File: src/hdl/csq_pkg.sv
// Shared types and constants for the counting semaphore with wait queue.
`default_nettype none

package csq_pkg;

   localparam int COUNT_W  = 16;
   localparam int MODE_W   = 3;
   localparam int STATUS_W = 3;
   localparam int CFG_W    = 8;

   localparam logic signed [COUNT_W-1:0] COUNT_MAX  = 16'sh7FFF;
   localparam logic signed [COUNT_W-1:0] COUNT_ONE  = 16'sd1;
   localparam logic signed [COUNT_W-1:0] COUNT_ZERO = 16'sd0;

   typedef enum logic [MODE_W-1:0] {
      MODE_WAIT       = 3'd0,
      MODE_SIGNAL     = 3'd1,
      MODE_CLOSE      = 3'd2,
      MODE_TIMED_WAIT = 3'd3,
      MODE_TIMEOUT    = 3'd4,
      MODE_TRY_WAIT   = 3'd5
   } mode_type;

   typedef enum logic [STATUS_W-1:0] {
      ST_OK          = 3'd0,
      ST_BLOCKED     = 3'd1,
      ST_CLOSED      = 3'd2,
      ST_WOULD_BLOCK = 3'd3,
      ST_TIMED_OUT   = 3'd4,
      ST_FULL        = 3'd5
   } status_type;

   typedef struct packed {
      logic       capture;
      logic       rd_en;
      logic       rd_ahead;
      logic       enqueue;
      logic       shift_wr;
      logic       idx_inc;
      logic       cnt_dec;
      logic       cnt_inc;
      logic       pop_head;
      logic       drop_tail;
      logic       set_closed;
      logic       clear_queue;
      logic       rsp_load;
      status_type rsp_status;
      logic       rsp_woken;
      logic       rsp_by_close;
      logic       rsp_last;
   } cmd_type;

   typedef struct packed {
      logic     mode_ok;
      mode_type mode;
      logic     closed;
      logic     count_pos;
      logic     inc_le0;
      logic     empty;
      logic     full;
      logic     match;
      logic     idx_last;
   } stat_type;

endpackage

`default_nettype wire

File: src/hdl/csq_req_if.sv
// Request channel interface: valid, ready, mode and thread identifier.
`default_nettype none

interface csq_req_if #(parameter int THREAD_ID_BITS = 8);
   logic                         valid;
   logic                         ready;
   logic [csq_pkg::MODE_W-1:0]   mode;
   logic [THREAD_ID_BITS-1:0]    thread_id;

   modport source (output valid, output mode, output thread_id, input ready);
   modport sink   (input valid, input mode, input thread_id, output ready);
endinterface

`default_nettype wire

File: src/hdl/csq_rsp_if.sv
// Response channel interface: valid, ready and the result fields.
`default_nettype none

interface csq_rsp_if #(parameter int THREAD_ID_BITS = 8);
   logic                         valid;
   logic                         ready;
   logic [csq_pkg::STATUS_W-1:0] status;
   logic                         woken_valid;
   logic [THREAD_ID_BITS-1:0]    woken_thread;
   logic                         woken_by_close;
   logic                         last;

   modport source (output valid, output status, output woken_valid, output woken_thread,
                   output woken_by_close, output last, input ready);
   modport sink   (input valid, input status, input woken_valid, input woken_thread,
                   input woken_by_close, input last, output ready);
endinterface

`default_nettype wire

File: src/hdl/csq_dp.sv
// Datapath: count, closed flag, circular waiter queue memory and response registers.
`default_nettype none

module csq_dp #(
   parameter int QUEUE_DEPTH    = 16,
   parameter int THREAD_ID_BITS = 8
) (
   input  logic                          clock,
   input  logic                          reset,
   input  logic                          csr_write_enable,
   input  logic [csq_pkg::CFG_W-1:0]     csr_write_data,
   input  logic [csq_pkg::MODE_W-1:0]    req_mode,
   input  logic [THREAD_ID_BITS-1:0]     req_thread_id,
   input  csq_pkg::cmd_type              cmd,
   output csq_pkg::stat_type             stat,
   output logic [csq_pkg::STATUS_W-1:0]  rsp_status,
   output logic                          rsp_woken_valid,
   output logic [THREAD_ID_BITS-1:0]     rsp_woken_thread,
   output logic                          rsp_woken_by_close,
   output logic                          rsp_last
);

   localparam int PTR_W = $clog2(QUEUE_DEPTH);
   localparam int CNT_W = $clog2(QUEUE_DEPTH + 1);
   localparam int SUM_W = PTR_W + 1;

   function automatic logic [PTR_W-1:0] wrap_add(input logic [PTR_W-1:0] base,
                                                 input logic [SUM_W-1:0] off);
      logic [SUM_W-1:0] sum;
      sum = SUM_W'(base) + off;
      if (sum >= SUM_W'(QUEUE_DEPTH)) begin
         sum = sum - SUM_W'(QUEUE_DEPTH);
      end
      return sum[PTR_W-1:0];
   endfunction

   logic [THREAD_ID_BITS-1:0] mem [QUEUE_DEPTH];

   logic signed [csq_pkg::COUNT_W-1:0] count_ff, count_in, count_sat;
   logic                               closed_ff, closed_in;
   logic [PTR_W-1:0]                   head_ff, head_in;
   logic [PTR_W-1:0]                   tail_ff, tail_in;
   logic [CNT_W-1:0]                   total_ff, total_in;
   logic [PTR_W-1:0]                   idx_ff;
   logic [csq_pkg::MODE_W-1:0]         mode_ff;
   logic [THREAD_ID_BITS-1:0]          tid_ff;
   logic [THREAD_ID_BITS-1:0]          rd_data_ff;
   csq_pkg::status_type                status_ff;
   logic                               woken_valid_ff;
   logic [THREAD_ID_BITS-1:0]          woken_thread_ff;
   logic                               by_close_ff;
   logic                               last_ff;

   logic [PTR_W-1:0]          cur_addr, next_addr, rd_addr, wr_addr;
   logic [THREAD_ID_BITS-1:0] wr_data;
   logic                      wr_en;

   assign cur_addr  = wrap_add(head_ff, SUM_W'(idx_ff));
   assign next_addr = wrap_add(head_ff, SUM_W'(idx_ff) + SUM_W'(1));
   assign rd_addr   = cmd.rd_ahead ? next_addr : cur_addr;
   assign wr_en     = cmd.enqueue || cmd.shift_wr;
   assign wr_addr   = cmd.enqueue ? tail_ff : cur_addr;
   assign wr_data   = cmd.enqueue ? tid_ff : rd_data_ff;

   assign count_sat = (count_ff == csq_pkg::COUNT_MAX) ? count_ff
                                                       : count_ff + csq_pkg::COUNT_ONE;

   always_comb begin
      count_in = count_ff;
      if (cmd.cnt_dec) begin
         count_in = count_ff - csq_pkg::COUNT_ONE;
      end else if (cmd.cnt_inc) begin
         count_in = count_sat;
      end

      closed_in = closed_ff || cmd.set_closed;

      head_in = head_ff;
      tail_in = tail_ff;
      total_in = total_ff;
      if (cmd.clear_queue) begin
         head_in = '0;
         tail_in = '0;
         total_in = '0;
      end else if (cmd.enqueue) begin
         tail_in = wrap_add(tail_ff, SUM_W'(1));
         total_in = total_ff + CNT_W'(1);
      end else if (cmd.pop_head) begin
         head_in = wrap_add(head_ff, SUM_W'(1));
         total_in = total_ff - CNT_W'(1);
      end else if (cmd.drop_tail) begin
         tail_in = (tail_ff == '0) ? PTR_W'(QUEUE_DEPTH - 1) : tail_ff - PTR_W'(1);
         total_in = total_ff - CNT_W'(1);
      end
   end

   always_ff @(posedge clock) begin
      if (reset) begin
         count_ff <= csq_pkg::COUNT_ZERO;
         closed_ff <= 1'b0;
         head_ff <= '0;
         tail_ff <= '0;
         total_ff <= '0;
      end else if (csr_write_enable) begin
         count_ff <= {{(csq_pkg::COUNT_W - csq_pkg::CFG_W){1'b0}}, csr_write_data};
         closed_ff <= 1'b0;
         head_ff <= '0;
         tail_ff <= '0;
         total_ff <= '0;
      end else begin
         count_ff <= count_in;
         closed_ff <= closed_in;
         head_ff <= head_in;
         tail_ff <= tail_in;
         total_ff <= total_in;
      end
   end

   always_ff @(posedge clock) begin
      if (cmd.capture) begin
         mode_ff <= req_mode;
         tid_ff <= req_thread_id;
      end
      if (cmd.capture) begin
         idx_ff <= '0;
      end else if (cmd.idx_inc || cmd.shift_wr) begin
         idx_ff <= idx_ff + PTR_W'(1);
      end
      if (cmd.rd_en) begin
         rd_data_ff <= mem[rd_addr];
      end
      if (wr_en) begin
         mem[wr_addr] <= wr_data;
      end
      if (cmd.rsp_load) begin
         status_ff <= cmd.rsp_status;
         woken_valid_ff <= cmd.rsp_woken;
         woken_thread_ff <= cmd.rsp_woken ? rd_data_ff : '0;
         by_close_ff <= cmd.rsp_by_close;
         last_ff <= cmd.rsp_last;
      end
   end

   always_comb begin
      stat.mode_ok = mode_ff inside {[csq_pkg::MODE_WAIT : csq_pkg::MODE_TRY_WAIT]};
      stat.mode = csq_pkg::mode_type'(mode_ff);
      stat.closed = closed_ff;
      stat.count_pos = count_ff > csq_pkg::COUNT_ZERO;
      stat.inc_le0 = count_sat <= csq_pkg::COUNT_ZERO;
      stat.empty = total_ff == '0;
      stat.full = total_ff == CNT_W'(QUEUE_DEPTH);
      stat.match = rd_data_ff == tid_ff;
      stat.idx_last = (CNT_W'(idx_ff) + CNT_W'(1)) == total_ff;
   end

   assign rsp_status = status_ff;
   assign rsp_woken_valid = woken_valid_ff;
   assign rsp_woken_thread = woken_thread_ff;
   assign rsp_woken_by_close = by_close_ff;
   assign rsp_last = last_ff;

endmodule

`default_nettype wire

File: src/hdl/csq_ctrl.sv
// Controller: state machine that sequences each request and the response handshake.
`default_nettype none

module csq_ctrl (
   input  logic                  clock,
   input  logic                  reset,
   input  logic                  req_valid,
   output logic                  req_ready,
   input  logic                  rsp_ready,
   output logic                  rsp_valid,
   input  csq_pkg::stat_type     stat,
   output csq_pkg::cmd_type      cmd
);

   typedef enum logic [2:0] {
      S_IDLE,
      S_DISPATCH,
      S_WAKE,
      S_CLOSE,
      S_SCAN,
      S_SHIFT,
      S_SHIFT_WR
   } state_type;

   state_type state_ff, state_in;
   logic      rsp_valid_ff, rsp_valid_in;
   logic      slot_free;

   assign slot_free = !rsp_valid_ff || rsp_ready;
   assign req_ready = state_ff == S_IDLE;
   assign rsp_valid = rsp_valid_ff;

   always_comb begin
      state_in = state_ff;
      cmd = '0;
      cmd.rsp_status = csq_pkg::ST_OK;
      case (state_ff)
         S_IDLE: begin
            cmd.capture = req_valid;
            if (req_valid) begin
               state_in = S_DISPATCH;
            end
         end
         S_DISPATCH: begin
            if (!stat.mode_ok || stat.closed) begin
               if (slot_free) begin
                  cmd.rsp_load = 1'b1;
                  cmd.rsp_last = 1'b1;
                  cmd.rsp_status = stat.mode_ok ? csq_pkg::ST_CLOSED : csq_pkg::ST_OK;
                  state_in = S_IDLE;
               end
            end else begin
               case (stat.mode)
                  csq_pkg::MODE_WAIT, csq_pkg::MODE_TIMED_WAIT: begin
                     if (slot_free) begin
                        cmd.rsp_load = 1'b1;
                        cmd.rsp_last = 1'b1;
                        state_in = S_IDLE;
                        if (stat.count_pos) begin
                           cmd.cnt_dec = 1'b1;
                        end else if (stat.full) begin
                           cmd.rsp_status = csq_pkg::ST_FULL;
                        end else begin
                           cmd.cnt_dec = 1'b1;
                           cmd.enqueue = 1'b1;
                           cmd.rsp_status = csq_pkg::ST_BLOCKED;
                        end
                     end
                  end
                  csq_pkg::MODE_TRY_WAIT: begin
                     if (slot_free) begin
                        cmd.rsp_load = 1'b1;
                        cmd.rsp_last = 1'b1;
                        state_in = S_IDLE;
                        if (stat.count_pos) begin
                           cmd.cnt_dec = 1'b1;
                        end else begin
                           cmd.rsp_status = csq_pkg::ST_WOULD_BLOCK;
                        end
                     end
                  end
                  csq_pkg::MODE_SIGNAL: begin
                     if (stat.inc_le0 && !stat.empty) begin
                        cmd.rd_en = 1'b1;
                        state_in = S_WAKE;
                     end else if (slot_free) begin
                        cmd.cnt_inc = 1'b1;
                        cmd.rsp_load = 1'b1;
                        cmd.rsp_last = 1'b1;
                        state_in = S_IDLE;
                     end
                  end
                  csq_pkg::MODE_CLOSE: begin
                     if (!stat.empty) begin
                        cmd.rd_en = 1'b1;
                        state_in = S_CLOSE;
                     end else if (slot_free) begin
                        cmd.set_closed = 1'b1;
                        cmd.rsp_load = 1'b1;
                        cmd.rsp_last = 1'b1;
                        state_in = S_IDLE;
                     end
                  end
                  csq_pkg::MODE_TIMEOUT: begin
                     if (!stat.empty) begin
                        cmd.rd_en = 1'b1;
                        state_in = S_SCAN;
                     end else if (slot_free) begin
                        cmd.rsp_load = 1'b1;
                        cmd.rsp_last = 1'b1;
                        state_in = S_IDLE;
                     end
                  end
                  default: begin
                     if (slot_free) begin
                        cmd.rsp_load = 1'b1;
                        cmd.rsp_last = 1'b1;
                        state_in = S_IDLE;
                     end
                  end
               endcase
            end
         end
         S_WAKE: begin
            if (slot_free) begin
               cmd.cnt_inc = 1'b1;
               cmd.pop_head = 1'b1;
               cmd.rsp_load = 1'b1;
               cmd.rsp_woken = 1'b1;
               cmd.rsp_last = 1'b1;
               state_in = S_IDLE;
            end
         end
         S_CLOSE: begin
            if (slot_free) begin
               cmd.rsp_load = 1'b1;
               cmd.rsp_woken = 1'b1;
               cmd.rsp_by_close = 1'b1;
               cmd.rsp_last = stat.idx_last;
               if (stat.idx_last) begin
                  cmd.set_closed = 1'b1;
                  cmd.clear_queue = 1'b1;
                  state_in = S_IDLE;
               end else begin
                  cmd.idx_inc = 1'b1;
                  cmd.rd_en = 1'b1;
                  cmd.rd_ahead = 1'b1;
               end
            end
         end
         S_SCAN: begin
            if (stat.match) begin
               state_in = S_SHIFT;
            end else if (stat.idx_last) begin
               if (slot_free) begin
                  cmd.rsp_load = 1'b1;
                  cmd.rsp_last = 1'b1;
                  state_in = S_IDLE;
               end
            end else begin
               cmd.idx_inc = 1'b1;
               cmd.rd_en = 1'b1;
               cmd.rd_ahead = 1'b1;
            end
         end
         S_SHIFT: begin
            if (stat.idx_last) begin
               if (slot_free) begin
                  cmd.drop_tail = 1'b1;
                  cmd.cnt_inc = 1'b1;
                  cmd.rsp_load = 1'b1;
                  cmd.rsp_last = 1'b1;
                  cmd.rsp_status = csq_pkg::ST_TIMED_OUT;
                  state_in = S_IDLE;
               end
            end else begin
               cmd.rd_en = 1'b1;
               cmd.rd_ahead = 1'b1;
               state_in = S_SHIFT_WR;
            end
         end
         S_SHIFT_WR: begin
            cmd.shift_wr = 1'b1;
            state_in = S_SHIFT;
         end
         default: begin
            state_in = S_IDLE;
         end
      endcase

      if (cmd.rsp_load) begin
         rsp_valid_in = 1'b1;
      end else if (rsp_ready) begin
         rsp_valid_in = 1'b0;
      end else begin
         rsp_valid_in = rsp_valid_ff;
      end
   end

   always_ff @(posedge clock) begin
      if (reset) begin
         state_ff <= S_IDLE;
         rsp_valid_ff <= 1'b0;
      end else begin
         state_ff <= state_in;
         rsp_valid_ff <= rsp_valid_in;
      end
   end

endmodule

`default_nettype wire

File: src/hdl/counting_semaphore_wait_queue.sv
// Top level of the counting semaphore with a FIFO wait queue.
// A request passes through capture and dispatch to a registered result; a signal that wakes a
// waiter adds a read of the queue head, a close that releases N waiters gives one result per
// waiter, and a timeout searches the queue entry by entry and then shifts the later entries down.
// One request is processed at a time; a new request is taken only when the controller is idle.
// Reset is synchronous: count 0, semaphore open, queue empty; no clearing pass is needed.
`default_nettype none

module counting_semaphore_wait_queue #(
   parameter int QUEUE_DEPTH    = 16,
   parameter int THREAD_ID_BITS = 8
) (
   input  logic                      clock,
   input  logic                      reset,
   input  logic                      csr_write_enable,
   input  logic [csq_pkg::CFG_W-1:0] csr_write_data,
   csq_req_if.sink                   req_chan,
   csq_rsp_if.source                 rsp_chan
);

   csq_pkg::cmd_type  cmd;
   csq_pkg::stat_type stat;

   csq_ctrl u_ctrl (
      .clock     (clock),
      .reset     (reset),
      .req_valid (req_chan.valid),
      .req_ready (req_chan.ready),
      .rsp_ready (rsp_chan.ready),
      .rsp_valid (rsp_chan.valid),
      .stat      (stat),
      .cmd       (cmd)
   );

   csq_dp #(
      .QUEUE_DEPTH    (QUEUE_DEPTH),
      .THREAD_ID_BITS (THREAD_ID_BITS)
   ) u_dp (
      .clock              (clock),
      .reset              (reset),
      .csr_write_enable   (csr_write_enable),
      .csr_write_data     (csr_write_data),
      .req_mode           (req_chan.mode),
      .req_thread_id      (req_chan.thread_id),
      .cmd                (cmd),
      .stat               (stat),
      .rsp_status         (rsp_chan.status),
      .rsp_woken_valid    (rsp_chan.woken_valid),
      .rsp_woken_thread   (rsp_chan.woken_thread),
      .rsp_woken_by_close (rsp_chan.woken_by_close),
      .rsp_last           (rsp_chan.last)
   );

   a_one_request_at_a_time: assert property (@(posedge clock) disable iff (reset)
      req_chan.valid && req_chan.ready |=> !req_chan.ready)
      else $error("Request accepted while a previous transaction was still in progress.");

   a_close_sets_flag: assert property (@(posedge clock) disable iff (reset)
      rsp_chan.valid && rsp_chan.woken_by_close && rsp_chan.last |-> stat.closed)
      else $error("Final close release delivered without the closed flag set.");

   a_closed_with_last: assert property (@(posedge clock) disable iff (reset)
      $rose(stat.closed) |-> rsp_chan.valid && rsp_chan.last)
      else $error("Closed flag rose without a final result pending.");

endmodule

`default_nettype wire
File: src/flat_wrapper.sv
// flat-port wrapper written by rule: the top's interface ports become plain ports
module counting_semaphore_wait_queue_flat 
#(
   parameter int QUEUE_DEPTH    = 16,
   parameter int THREAD_ID_BITS = 8
)
  (clock, reset, csr_write_enable, csr_write_data, req_chan_valid, req_chan_mode, req_chan_thread_id, req_chan_ready, rsp_chan_valid, rsp_chan_status, rsp_chan_woken_valid, rsp_chan_woken_thread, rsp_chan_woken_by_close, rsp_chan_last, rsp_chan_ready);
  csq_req_if #(.THREAD_ID_BITS(THREAD_ID_BITS)) req_chan_i ();
  csq_rsp_if #(.THREAD_ID_BITS(THREAD_ID_BITS)) rsp_chan_i ();
  input  logic clock;
  input  logic reset;
  input  logic csr_write_enable;
  input  logic [csq_pkg::CFG_W-1:0] csr_write_data;
  input wire logic [$bits(req_chan_i.valid)-1:0] req_chan_valid;
  input wire logic [$bits(req_chan_i.mode)-1:0] req_chan_mode;
  input wire logic [$bits(req_chan_i.thread_id)-1:0] req_chan_thread_id;
  output wire logic [$bits(req_chan_i.ready)-1:0] req_chan_ready;
  output wire logic [$bits(rsp_chan_i.valid)-1:0] rsp_chan_valid;
  output wire logic [$bits(rsp_chan_i.status)-1:0] rsp_chan_status;
  output wire logic [$bits(rsp_chan_i.woken_valid)-1:0] rsp_chan_woken_valid;
  output wire logic [$bits(rsp_chan_i.woken_thread)-1:0] rsp_chan_woken_thread;
  output wire logic [$bits(rsp_chan_i.woken_by_close)-1:0] rsp_chan_woken_by_close;
  output wire logic [$bits(rsp_chan_i.last)-1:0] rsp_chan_last;
  input wire logic [$bits(rsp_chan_i.ready)-1:0] rsp_chan_ready;
  assign req_chan_i.valid = req_chan_valid;
  assign req_chan_i.mode = req_chan_mode;
  assign req_chan_i.thread_id = req_chan_thread_id;
  assign req_chan_ready = req_chan_i.ready;
  assign rsp_chan_valid = rsp_chan_i.valid;
  assign rsp_chan_status = rsp_chan_i.status;
  assign rsp_chan_woken_valid = rsp_chan_i.woken_valid;
  assign rsp_chan_woken_thread = rsp_chan_i.woken_thread;
  assign rsp_chan_woken_by_close = rsp_chan_i.woken_by_close;
  assign rsp_chan_last = rsp_chan_i.last;
  assign rsp_chan_i.ready = rsp_chan_ready;
  counting_semaphore_wait_queue #(.QUEUE_DEPTH(QUEUE_DEPTH), .THREAD_ID_BITS(THREAD_ID_BITS)) u_core (.clock(clock), .reset(reset), .csr_write_enable(csr_write_enable), .csr_write_data(csr_write_data), .req_chan(req_chan_i), .rsp_chan(rsp_chan_i));
endmodule
File: config.mk
export PLATFORM = sky130hd
export DESIGN_NAME = counting_semaphore_wait_queue_flat
export DESIGN_NICKNAME = d
export VERILOG_FILES = /design/src/hdl/csq_pkg.sv /design/src/hdl/csq_req_if.sv /design/src/hdl/csq_rsp_if.sv /design/src/hdl/csq_dp.sv /design/src/hdl/csq_ctrl.sv /design/src/hdl/counting_semaphore_wait_queue.sv /design/src/flat_wrapper.sv
export SDC_FILE = /design/constraint.sdc
export NUM_CORES = 1
export LEC_CHECK = 0
export BUFFER_PORTS_ARGS = -buffer_cell sky130_fd_sc_hd__buf_2
export CAP_MARGIN = 10
export CORE_ASPECT_RATIO = 1.75
export CORE_MARGIN = 5
export CORE_UTILIZATION = 55
export DETAILED_ROUTE_END_ITERATION = 8
export GPL_TIMING_DRIVEN = 0
export PLACE_DENSITY = 0.72
export SLEW_MARGIN = 5
export SYNTH_ARGS = -nofsm -noshare
export SYNTH_HDL_FRONTEND = slang
export SYNTH_SLANG_ARGS = --single-unit
File: constraint.sdc
create_clock -name clock -period 4.7 [get_ports clock]
set_clock_uncertainty 0.15 [all_clocks]
set_input_delay 0.94 -clock clock [delete_from_list [all_inputs] [get_ports clock]]
set_output_delay 0.94 -clock clock [all_outputs]
set_load 0.05 [all_outputs]
==> results.yml <==
status:
  status: "finished, final reports clean"
clock_network:
  cts.root.buffer_cell: "sky130_fd_sc_hd__clkbuf_16"
  cts.reportedPaths.clkPinSlew_ns: 0.07
  worstSkewPairLatency_ns: 0.44
  htree_levels: 4
  maximum_clock_insertion_buffer_count: 2
  clock_sink_count: 199
  post-cts-setup-buffer-count: 0
  cts_tree: "done"
  cts_inserted_buffers: 17
final_layout:
  layout.cells.most_common: "sky130_fd_sc_hd__edfxtp_1"
  share_of_layout_cells_above_drive_strength_1_pct: 11.8
  mostFrequentLayoutCells: "sky130_fd_sc_hd__edfxtp_1, sky130_fd_sc_hd__nand2_1, sky130_fd_sc_hd__nor2_1"
  area_delta_synth_final_pct: 10.1
  finish.instance_area_mm2: 0.0113
  num_antenna_cells: 0
  nNetsFinal: 980
power_and_ir_drop:
  power_frac_comb_pct: 5.5
  vdd.ir_drop.worst_uv: 390
  share_of_power_burned_in_the_clock_network_pct: 38.7
  power_density_mw_per_mm2: 305
  p_total_mw: 3.44
  p_int_mw: 2.68
  p_seq_share_pct: 55.8
  static-leakage-power_nw: 3.78
  power.switching_fraction_pct: 22.2
  p_switching_mw: 0.763
routing:
  route.vias.total: 7489
  initialDrtViolationCount: 708
  detail_route.vias_per_cell: 6.34
  drt-wirelength-per-cell_um: 22.2
  antenna_left: 0
  drc: 0
  route.final.wire_length_um: 26200
  first_drt_pass_iteration_count: 6
die:
  core_area_mm2: 0.0185
  io_pins: 40
  placement_rows: 66
  die_width_um: 113
  die_h_um: 191
  start_util_pct: 55.4
  die-area_mm2: 0.0216
sta:
  finalMaxSlewViolations: 0
  hold_viol_final: 0
  rsz_0062_raised_after_global_routing: "no"
  final.period_utilization_pct: 92.7
  maxClockFrequency_mhz: 229
  max-slew-margin-rel_pct: 28.0
  transition_at_the_pin_with_the_smallest_max_transition_slack_ns: 1.08
  final_period_minus_worst_setup_slack_ns: 4.36
  report.final.setup_viol: 0
grt:
  grt-ovfl-total: 0
  number_of_global_route_vias_before_repair: 7477
  grt_start_max_net_pins: 17
  antenna_violations_before_repair: 0
  total_routing_resource_utilization_after_global_routing_pct: 24.7
  grt_pass1_wl_um: 40100
setup_path:
  required_ns: 4.65
  worst_endpoint_data_arrival_time_ns: 4.30
  biggest_fanout_along_the_worst_timing_path: 14
  crit_chain: "ha_1 > nand4_1 > nor4_1 > nor3_1 > xor2_1 > nor3_1 > a21oi_1 > o22a_1 > o21ai_0 > nor2_4"
  worstReg2RegStart: "u_core.u_dp.count_ff[1]"
  timing.critical_path.to_type: "register"
  worst_r2r_path_depth: 10
  critPathKind: "register to register"
  reg2reg_setup_slack_ns: 0.34
  most_frequent_cell_on_the_critical_path: "sky130_fd_sc_hd__nor3_1"
  critical_path.max_stage_delay_ns: 0.91
  crit_path_start_kind: "register"
  cpMaxStageDelayCell: "sky130_fd_sc_hd__nor4_1"
  worstReg2RegEnd: "u_core.u_dp.rsp_woken_thread[0]"
synthesis:
  postSynthRegisterBits: 199
  mappedNetlistNets: 922
  yosysSeqAreaShare_pct: 54.6
  syn_inst: 876
  post_synth_num_cell_types: 71
  ys.warnings.count: 0
  syn_area_mm2: 0.0102
  async_sr_flop_fraction_pct: 0
  synthesis.area_per_instance_um2: 11.7
  edff_count_synth: 161
  yosys_most_used_dff: "sky130_fd_sc_hd__edfxtp_1"
hold_path:
  min_from: "u_core.u_dp.total_ff[3]"
  hold_depth: 2
  worst_hold_path_type: "register to register"
  hold_path_end: "u_core.u_dp.total_ff[3]"
placement:
  postPlaceCellArea_mm2: 0.0107
  dp.final_hpwl_um: 19000
  gp_congestion: 0.934
  portBuffers: 39
run:
  drv_cap: 0
## cell families (layout without fill, tap and decap cells)
logic type / Yosys count / count (layout) / share of synthesized area, %
AO/OA/AOI/OAI: 198 / 198 / 14.0
multiplexers: 49 / 49 / 8.09
buffers and inverters: 76 / 144 / 3.06
flip-flops: 199 / 199 / 54.6
AND/OR/NAND/NOR: 293 / 293 / 14.1
XOR/XNOR: 39 / 39 / 3.33
adder cells (fa/ha/maj): 22 / 22 / 2.91
## area by class of cell
cell class              count  area (um^2)
fillers                  1557         7210
flip-flops and latches    199         5600
multi-input cells         601         4370
clock buffers              19          433
well taps                 238          298
plain buffers              56          239
repair buffers             39          195
clock inverters            10         85.1
inverters                  20         75.1
## cells in the mapped netlist, types with 8 or more instances
cell type | instances | area, um^2
sky130_fd_sc_hd__clkbuf_1 | 44 | 165
sky130_fd_sc_hd__o21ai_1 | 8 | 40.0
sky130_fd_sc_hd__a21oi_1 | 39 | 195
sky130_fd_sc_hd__mux2_2 | 9 | 101
sky130_fd_sc_hd__and2_1 | 16 | 100
sky130_fd_sc_hd__a211oi_1 | 8 | 60.1
sky130_fd_sc_hd__edfxtp_1 | 161 | 4830
sky130_fd_sc_hd__nand3_1 | 27 | 135
sky130_fd_sc_hd__nor2b_1 | 10 | 62.6
sky130_fd_sc_hd__nor2_1 | 74 | 278
sky130_fd_sc_hd__ha_1 | 19 | 238
sky130_fd_sc_hd__dfxtp_1 | 38 | 761
sky130_fd_sc_hd__o22a_1 | 26 | 228
sky130_fd_sc_hd__nor3_1 | 21 | 105
sky130_fd_sc_hd__mux4_2 | 18 | 405
sky130_fd_sc_hd__inv_1 | 20 | 75.1
sky130_fd_sc_hd__o21ai_0 | 15 | 75.1
sky130_fd_sc_hd__nor4_1 | 11 | 68.8
sky130_fd_sc_hd__nand2_1 | 79 | 297
sky130_fd_sc_hd__nand2b_1 | 13 | 81.3
sky130_fd_sc_hd__o221ai_1 | 24 | 210
sky130_fd_sc_hd__xnor2_1 | 21 | 184
sky130_fd_sc_hd__or3_1 | 8 | 50.1
sky130_fd_sc_hd__a31oi_1 | 14 | 87.6
sky130_fd_sc_hd__mux2i_1 | 15 | 150
sky130_fd_sc_hd__xor2_1 | 18 | 158
## worst max-delay path by stage
stage | startpoint | to | slack, ns
after floorplan | u_core.u_dp.idx_ff[0] | u_core.u_dp.rd_data_ff[0] | 0.93
after global placement | u_core.u_dp.count_ff[1] | u_core.u_dp.rsp_woken_thread[0] | -0.02
after detailed placement | u_core.u_dp.count_ff[1] | u_core.u_dp.rsp_woken_thread[0] | -0.07
after CTS | u_core.u_dp.idx_ff[0] | u_core.u_dp.rd_data_ff[2] | 0.06
after global routing | u_core.u_dp.count_ff[0] | u_core.u_dp.total_ff[4] | 0.02
final | u_core.u_dp.count_ff[1] | u_core.u_dp.rsp_woken_thread[0] | 0.34
## power groups by stage
| stage | registers (mW) | clock network [mW] | logic, mW |
|---|---|---|---|
| 6_report | 1.92 | 1.33 | 0.190 |
| 2_1_floorplan | 1.97 | 0 | 0.114 |
| 5_1_grt | 1.92 | 1.43 | 0.204 |
| 3_5_place_dp | 1.96 | 0 | 0.186 |
| 4_1_cts | 1.92 | 1.35 | 0.187 |
| 3_3_place_gp | 1.96 | 0 | 0.183 |
## through the flow
stage / TNS, ns / std cells / utilization [%] / hold WS (ns) / setup WS [ns]
2_1_floorplan: 0 / 876 / - / 0.334 / 0.934
3_3_place_gp: -0.305 / 1153 / 58.1 / 0.367 / -0.0221
3_5_place_dp: -0.972 / 1153 / 58.1 / 0.372 / -0.0699
4_1_cts: 0 / 1182 / 60.9 / 0.379 / 0.0585
5_1_grt: 0 / 1182 / 61.0 / 0.424 / 0.0160
6_report: 0 / 1182 / 61.0 / 0.386 / 0.341
## critical path, delay by kind of cell (launching register included)
kind / cells / cell delay [ns]
AOI/OAI and AO/OA: 3 / 0.78
xor gates and xnor gates: 1 / 0.34
adders and majority gates: 1 / 0.36
DFF: 1 / 0.49
and+or+nand+nor: 5 / 1.89
## sequential cells by signal (all words and copies together), names as in the netlist
register and cells:
u_core.u_dp.rsp_woken_valid 1, u_core.u_dp.rsp_woken_thread 8, u_core.u_dp.mode_ff 3, u_core.u_dp.tail_ff 4
u_core.u_ctrl.state_ff 3, u_core.u_dp.total_ff 5, u_core.u_dp.idx_ff 4, u_core.u_dp.closed_ff 1
u_core.u_dp.rsp_woken_by_close 1, u_core.u_dp.head_ff 4, u_core.u_ctrl.rsp_valid 1, u_core.u_dp.tid_ff 8
u_core.u_dp.mem 128, u_core.u_dp.rsp_status 3, u_core.u_dp.count_ff 16, u_core.u_dp.rsp_last 1
u_core.u_dp.rd_data_ff 8
## per-layer routing
layer / wire (um) / part of all wire [%] / track usage [%] / up-vias
met4: 1590 / 6.1 / 15.6 / 0
met2: 14500 / 55 / 45.8 / 269
met1: 9190 / 35 / 25.0 / 3644
met3: 976 / 3.7 / 4.32 / 95
met5: 0 / 0 / 0 / -
li1: - / - / - / 3481
## timing repair
item,4_1_cts,5_1_grt
setup endpoints to repair,14,21
hold buffers,0,0
gates resized for setup,1,4
(Power assumes the default switching activity.)
